### src/design/ihq_pkg.sv
// Shared types, codes and defaults of the indexed min-heap queue.
package ihq_pkg;

    localparam int MAX_NODES_DEF = 1024;
    localparam int KEY_BITS_DEF  = 32;
    localparam int ID_W          = 10;
    localparam int CNT_W         = 11;
    localparam int KEY_W         = 32;

    localparam logic [CNT_W-1:0] NODE_COUNT_RST = 11'd1024;

    localparam logic [1:0] MODE_OFFER    = 2'd0;
    localparam logic [1:0] MODE_POP      = 2'd1;
    localparam logic [1:0] MODE_CONTAINS = 2'd2;

    localparam logic [1:0] STAT_DONE   = 2'd0;
    localparam logic [1:0] STAT_REJECT = 2'd1;
    localparam logic [1:0] STAT_EMPTY  = 2'd2;

    localparam int CMD_W = 4;
    localparam logic [CMD_W-1:0] CMD_NOP       = 4'd0;
    localparam logic [CMD_W-1:0] CMD_CLEAR     = 4'd1;
    localparam logic [CMD_W-1:0] CMD_ACCEPT    = 4'd2;
    localparam logic [CMD_W-1:0] CMD_POS_CHECK = 4'd3;
    localparam logic [CMD_W-1:0] CMD_KEY_CHECK = 4'd4;
    localparam logic [CMD_W-1:0] CMD_UP_READ   = 4'd5;
    localparam logic [CMD_W-1:0] CMD_UP_STEP   = 4'd6;
    localparam logic [CMD_W-1:0] CMD_POP_TAKE  = 4'd7;
    localparam logic [CMD_W-1:0] CMD_POP_LAST  = 4'd8;
    localparam logic [CMD_W-1:0] CMD_DN_LEFT   = 4'd9;
    localparam logic [CMD_W-1:0] CMD_DN_PICK_L = 4'd10;
    localparam logic [CMD_W-1:0] CMD_DN_PICK_R = 4'd11;
    localparam logic [CMD_W-1:0] CMD_DN_STEP   = 4'd12;
    localparam logic [CMD_W-1:0] CMD_FINISH    = 4'd13;

    typedef struct packed {
        logic [1:0]              mode;
        logic [ID_W-1:0]         node_index;
        logic signed [KEY_W-1:0] key_value;
    } in_t;

    typedef struct packed {
        logic [1:0]              status;
        logic [ID_W-1:0]         popped_node;
        logic signed [KEY_W-1:0] popped_key;
        logic                    found;
        logic [CNT_W-1:0]        heap_size;
        logic                    is_empty;
    } out_t;

    typedef struct packed {
        logic       clear_last;
        logic       in_valid;
        logic [1:0] in_mode;
        logic       in_reject;
        logic       in_empty;
        logic [1:0] req_mode;
        logic       present;
        logic       slot_ok;
        logic       full;
        logic       key_lower;
        logic       at_root;
        logic       up_move;
        logic       more;
        logic       has_left;
        logic       has_right;
        logic       dn_move;
        logic       out_free;
    } status_t;

endpackage

### src/design/ihq_ctrl.sv
// Controller state machine of the indexed min-heap queue.
module ihq_ctrl
    import ihq_pkg::*;
(
    input  logic             clk,
    input  logic             rst_n,
    input  status_t          st,
    output logic [CMD_W-1:0] cmd,
    output logic             in_stall
);

    localparam logic [3:0] S_CLEAR = 4'd0;
    localparam logic [3:0] S_IDLE  = 4'd1;
    localparam logic [3:0] S_POS   = 4'd2;
    localparam logic [3:0] S_KEY   = 4'd3;
    localparam logic [3:0] S_UPR   = 4'd4;
    localparam logic [3:0] S_UPD   = 4'd5;
    localparam logic [3:0] S_POPR  = 4'd6;
    localparam logic [3:0] S_POPL  = 4'd7;
    localparam logic [3:0] S_DNL   = 4'd8;
    localparam logic [3:0] S_DNLD  = 4'd9;
    localparam logic [3:0] S_DNRD  = 4'd10;
    localparam logic [3:0] S_DNDEC = 4'd11;
    localparam logic [3:0] S_FIN   = 4'd12;

    logic [3:0] state_reg;
    logic [3:0] state_next;

    always_ff @(posedge clk or negedge rst_n)
    begin
        if (!rst_n)
        begin
            state_reg <= S_CLEAR;
        end
        else
        begin
            state_reg <= state_next;
        end
    end

    assign in_stall = (state_reg != S_IDLE);

    always_comb
    begin
        state_next = state_reg;
        cmd        = CMD_NOP;
        unique case (state_reg)
            S_CLEAR:
            begin
                cmd = CMD_CLEAR;
                if (st.clear_last)
                begin
                    state_next = S_IDLE;
                end
            end
            S_IDLE:
            begin
                if (st.in_valid)
                begin
                    cmd = CMD_ACCEPT;
                    case (st.in_mode) inside
                        MODE_OFFER, MODE_CONTAINS:
                            state_next = st.in_reject ? S_FIN : S_POS;
                        MODE_POP:
                            state_next = st.in_empty ? S_FIN : S_POPR;
                        default:
                            state_next = S_FIN;
                    endcase
                end
            end
            S_POS:
            begin
                cmd = CMD_POS_CHECK;
                if (st.req_mode == MODE_CONTAINS)
                begin
                    state_next = S_FIN;
                end
                else if (st.present)
                begin
                    state_next = st.slot_ok ? S_KEY : S_FIN;
                end
                else
                begin
                    state_next = st.full ? S_FIN : S_UPR;
                end
            end
            S_KEY:
            begin
                cmd        = CMD_KEY_CHECK;
                state_next = st.key_lower ? S_UPR : S_FIN;
            end
            S_UPR:
            begin
                cmd        = CMD_UP_READ;
                state_next = st.at_root ? S_FIN : S_UPD;
            end
            S_UPD:
            begin
                cmd        = CMD_UP_STEP;
                state_next = st.up_move ? S_UPR : S_FIN;
            end
            S_POPR:
            begin
                cmd        = CMD_POP_TAKE;
                state_next = st.more ? S_POPL : S_FIN;
            end
            S_POPL:
            begin
                cmd        = CMD_POP_LAST;
                state_next = S_DNL;
            end
            S_DNL:
            begin
                cmd        = CMD_DN_LEFT;
                state_next = st.has_left ? S_DNLD : S_FIN;
            end
            S_DNLD:
            begin
                cmd        = CMD_DN_PICK_L;
                state_next = st.has_right ? S_DNRD : S_DNDEC;
            end
            S_DNRD:
            begin
                cmd        = CMD_DN_PICK_R;
                state_next = S_DNDEC;
            end
            S_DNDEC:
            begin
                cmd        = CMD_DN_STEP;
                state_next = st.dn_move ? S_DNL : S_FIN;
            end
            S_FIN:
            begin
                cmd = CMD_FINISH;
                if (st.out_free)
                begin
                    state_next = S_IDLE;
                end
            end
            default:
            begin
                state_next = S_CLEAR;
            end
        endcase
    end

endmodule

### config.mk
export PLATFORM = sky130hd
export DESIGN_NAME = ihq_ctrl
export DESIGN_NICKNAME = d
export VERILOG_FILES = /design/src/design/ihq_pkg.sv /design/src/design/ihq_ctrl.sv
export SDC_FILE = /design/constraint.sdc
export NUM_CORES = 1
export LEC_CHECK = 0
export BUFFER_PORTS_ARGS = -buffer_cell sky130_fd_sc_hd__buf_2
export CORE_AREA = 2 2 39 41
export CTS_CLUSTER_DIAMETER = 200
export DETAILED_ROUTE_END_ITERATION = 7
export DIE_AREA = 0 0 41 43
export PLACE_DENSITY = 0.72
export SLEW_MARGIN = 20
export SYNTH_ARGS = -nofsm -noshare
export SYNTH_HDL_FRONTEND = slang
export SYNTH_SLANG_ARGS = --single-unit
### constraint.sdc
create_clock -name clk -period 4.8 [get_ports clk]
set_input_delay 0 -clock clk [delete_from_list [all_inputs] [get_ports clk]]
set_output_delay 0 -clock clk [all_outputs]
set_load 0.02 [all_outputs]
==> impl_metrics.env <==
export IMPL_status="completed"
export IMPL_netlist_area_um2=547
export IMPL_initial_core_util_pct=39.5
export IMPL_min_path_type="input port to asynchronous set/reset pin"
export IMPL_antenna_diode_count=0
export IMPL_yosys_area_top_type_share_pct=18.3
export IMPL_clockBufferDepth=2
export IMPL_totalPowerFinal_w=0.000415
export IMPL_core_area_mm2=0.00138
export IMPL_synth_seq_cells=4
export IMPL_drive_above_1_share_pct=32.4
export IMPL_io_pins=26
export IMPL_pwr_share_clk_pct=9.6
export IMPL_gr_total_overflow=0
export IMPL_h_tree_depth=1
export IMPL_p_int_w=0.000202
export IMPL_start_kind="flip-flop"
export IMPL_cts_clk_slew_worst_paths_ps=30
export IMPL_root_buffer="clkbuf_4"
export IMPL_via_per_inst=5.66
export IMPL_hold_buffers=1
export IMPL_yosysSeqAreaShare_pct=18.3
export IMPL_gp_congestion=0.777
export IMPL_rows=14
export IMPL_register_area_um2=100
export IMPL_netSwitchingFraction_pct=51.3
export IMPL_nFillCells=147
export IMPL_worstPathMaxFanout=18
export IMPL_powerDensity_mw_per_mm2=597
export IMPL_synth_fp_nets=99
export IMPL_post_cts_resize_count=0
export IMPL_postSynthAreaPerCell_um2=7.01
export IMPL_place_ws_ps=2980
export IMPL_synth_top_area_cell="dfrtp_1"
export IMPL_largest_reg_flops=4
export IMPL_p_leak_nw=0.300
export IMPL_clock_sinks=4
export IMPL_wl_mm=1.43
export IMPL_antenna_left=0
export IMPL_grt_usage_pct=17.7
export IMPL_period_needed_ps=1880
export IMPL_first_pass_iters=4
export IMPL_max_freq_mhz=533
export IMPL_die_w_um=41
export IMPL_dpl_hpwl_mm=1.12
export IMPL_worst_ep_arrival_time_ps=1980
export IMPL_grt_pass1_wl_mm=2.24
export IMPL_peakVddDrop_mv=0.328
export IMPL_syn_to_final_growth_pct=27.2
export IMPL_setup_viol=0
export IMPL_hold_viol_final=0
export IMPL_wl_per_cell_um=12.1
export IMPL_slew_violations=0
export IMPL_setup_tns_ps=0
export IMPL_antenna_found_initial=0
export IMPL_dieArea_mm2=0.00176
export IMPL_clock_skew_ps=0.687
export IMPL_max_cap_viol_count=0
export IMPL_pwr_share_comb_pct=65.0
export IMPL_finalNetCount=125
export IMPL_path_class="flip-flop to flip-flop"
export IMPL_critical_path_required_ps=4900
export IMPL_fin_crit_sh_pct=39.1
export IMPL_multi_input_area_um2=414
export IMPL_drc=0
export IMPL_initialDrtViolationCount=21
export IMPL_synth_area_leaders="dfrtp_1, a21oi_1, o21ai_0"
export IMPL_netlist_instances=78
export IMPL_setup_ws_ps=2920
export IMPL_via_count=668
export IMPL_grt_max_degree=19
export IMPL_slew_headroom_pct=66.9
export IMPL_post_route_util_pct=50.3
export IMPL_cp_end_kind="flip-flop"
export IMPL_synth_cell_types=33
export IMPL_power_frac_seq_pct=25.5
export IMPL_clock_latency_ps=230
export IMPL_p_switching_w=0.000213
export IMPL_worst_pin_slew_ps=497
export IMPL_yosysWarnings=0
export IMPL_cts_setup_buffers=0
export IMPL_die_h_um=43
export IMPL_cts_tree="yes"
export IMPL_cts_made_buffers=3
export IMPL_grt_pass1_vias=561
export IMPL_port_buffers=25
export IMPL_grt_setup_unrepaired="no"
[logic make-up (layout without fill, tap and decap cells)]
family / count (synthesis) / count (layout) / share of synthesized area [%]
buffers and inverters: 6 / 30 / 5.95
AO/OA/AOI/OAI: 31 / 31 / 37.3
flip-flops: 4 / 4 / 18.3
multiplexers: 2 / 2 / 4.58
AND/OR/NAND/NOR: 35 / 35 / 33.9
[final timing paths]
| path | from | end | slack (ps) | cells past startpoint |
|---|---|---|---|---|
| setup reg to reg | state_reg[2] | state_reg[0] | 2920 | 5 |
| setup / recovery | state_reg[2] | state_reg[0] | 2920 | 5 |
| hold reg to reg | state_reg[2] | state_reg[2] | 840 | 2 |
| min in group clk | st[0] | state_reg[2] | 180 | 4 |
| max in group asynchronous | rst_n | state_reg[2] | 4580 | 2 |
| hold / removal | rst_n | state_reg[0] | 100 | 2 |
[area by class of cell]
class,count,area share [%]
Timing Repair Buffer,26,19.4
Tap cell,16,2.88
Clock buffer,3,3.24
Inverter,1,0.540
Sequential cell,4,14.4
Multi-Input combinational cell,68,59.5
[metrics by stage]
| step | std cells | cell area (um^2) | hold slack [ps] |
|---|---|---|---|
| after global routing | 118 | 696 | 109 |
| after global placement | 114 | 663 | -193 |
| after detailed placement | 114 | 663 | -192 |
| after floorplan | 78 | 547 | -296 |
| final | 118 | 696 | 104 |
| after CTS | 118 | 696 | 96.2 |
[Yosys cell counts, drive strengths merged]
cell	number
o22ai	4
nor3b	3
a22oi	1
a21o	1
or4	1
o21ai	7
a221oi	1
dfrtp	4
mux2i	1
a32oi	1
a31oi	2
nand2	8
a21oi	7
inv	1
o21a	1
a211oi	1
o211ai	2
a311o	1
o31ai	1
nand4	1
nand3	1
buf	3
o32a	1
or2	4
clkbuf	2
nor2	8
nor2b	4
and3	1
nand2b	4
mux2	1
[critical path, cell delays in order, from the launching register on]
cell and delay (ps):
dfrtp_1 640, nand2_1 210, o32a_1 360, or2_1 250, a221oi_2 230, a21oi_1 60
[cells in the final DEF, fill, tap and decap left out, types with 2 or more instances in the layout]
cell / synthesis / final
buf_2: 2 / 25
nand2_1: 8 / 8
nor2_1: 8 / 8
o21ai_0: 7 / 7
a21oi_1: 7 / 7
nor2b_1: 4 / 4
nand2b_1: 4 / 4
o22ai_1: 4 / 4
dfrtp_1: 4 / 4
nor3b_1: 3 / 3
clkbuf_4: 0 / 3
or2_2: 2 / 2
a31oi_1: 2 / 2
o211ai_1: 2 / 2
[power groups by stage]
| stage | Sequential (W) | Clock, W | Combinational, W |
|---|---|---|---|
| 5_1_grt | 0.000110 | 0.0000457 | 0.000299 |
| 3_5_place_dp | 0.000103 | 0 | 0.000269 |
| 2_1_floorplan | 0.0000627 | 0 | 0.000253 |
| 3_3_place_gp | 0.000103 | 0 | 0.000268 |
| 4_1_cts | 0.000103 | 0.0000417 | 0.000270 |
| 6_report | 0.000106 | 0.0000397 | 0.000270 |
[routing by layer]
layer  vias to the layer above  global-route usage, %  part of all wire, %
met2                        22                   28.7                   49
met1                       307                   23.5                   45
met3                         0                   1.57                  6.1
met5                         -                      0                    0
met4                         0                   6.00                    0
li1                        339                      -                    -
No activity file was read; power rests on OpenSTA's default activity.
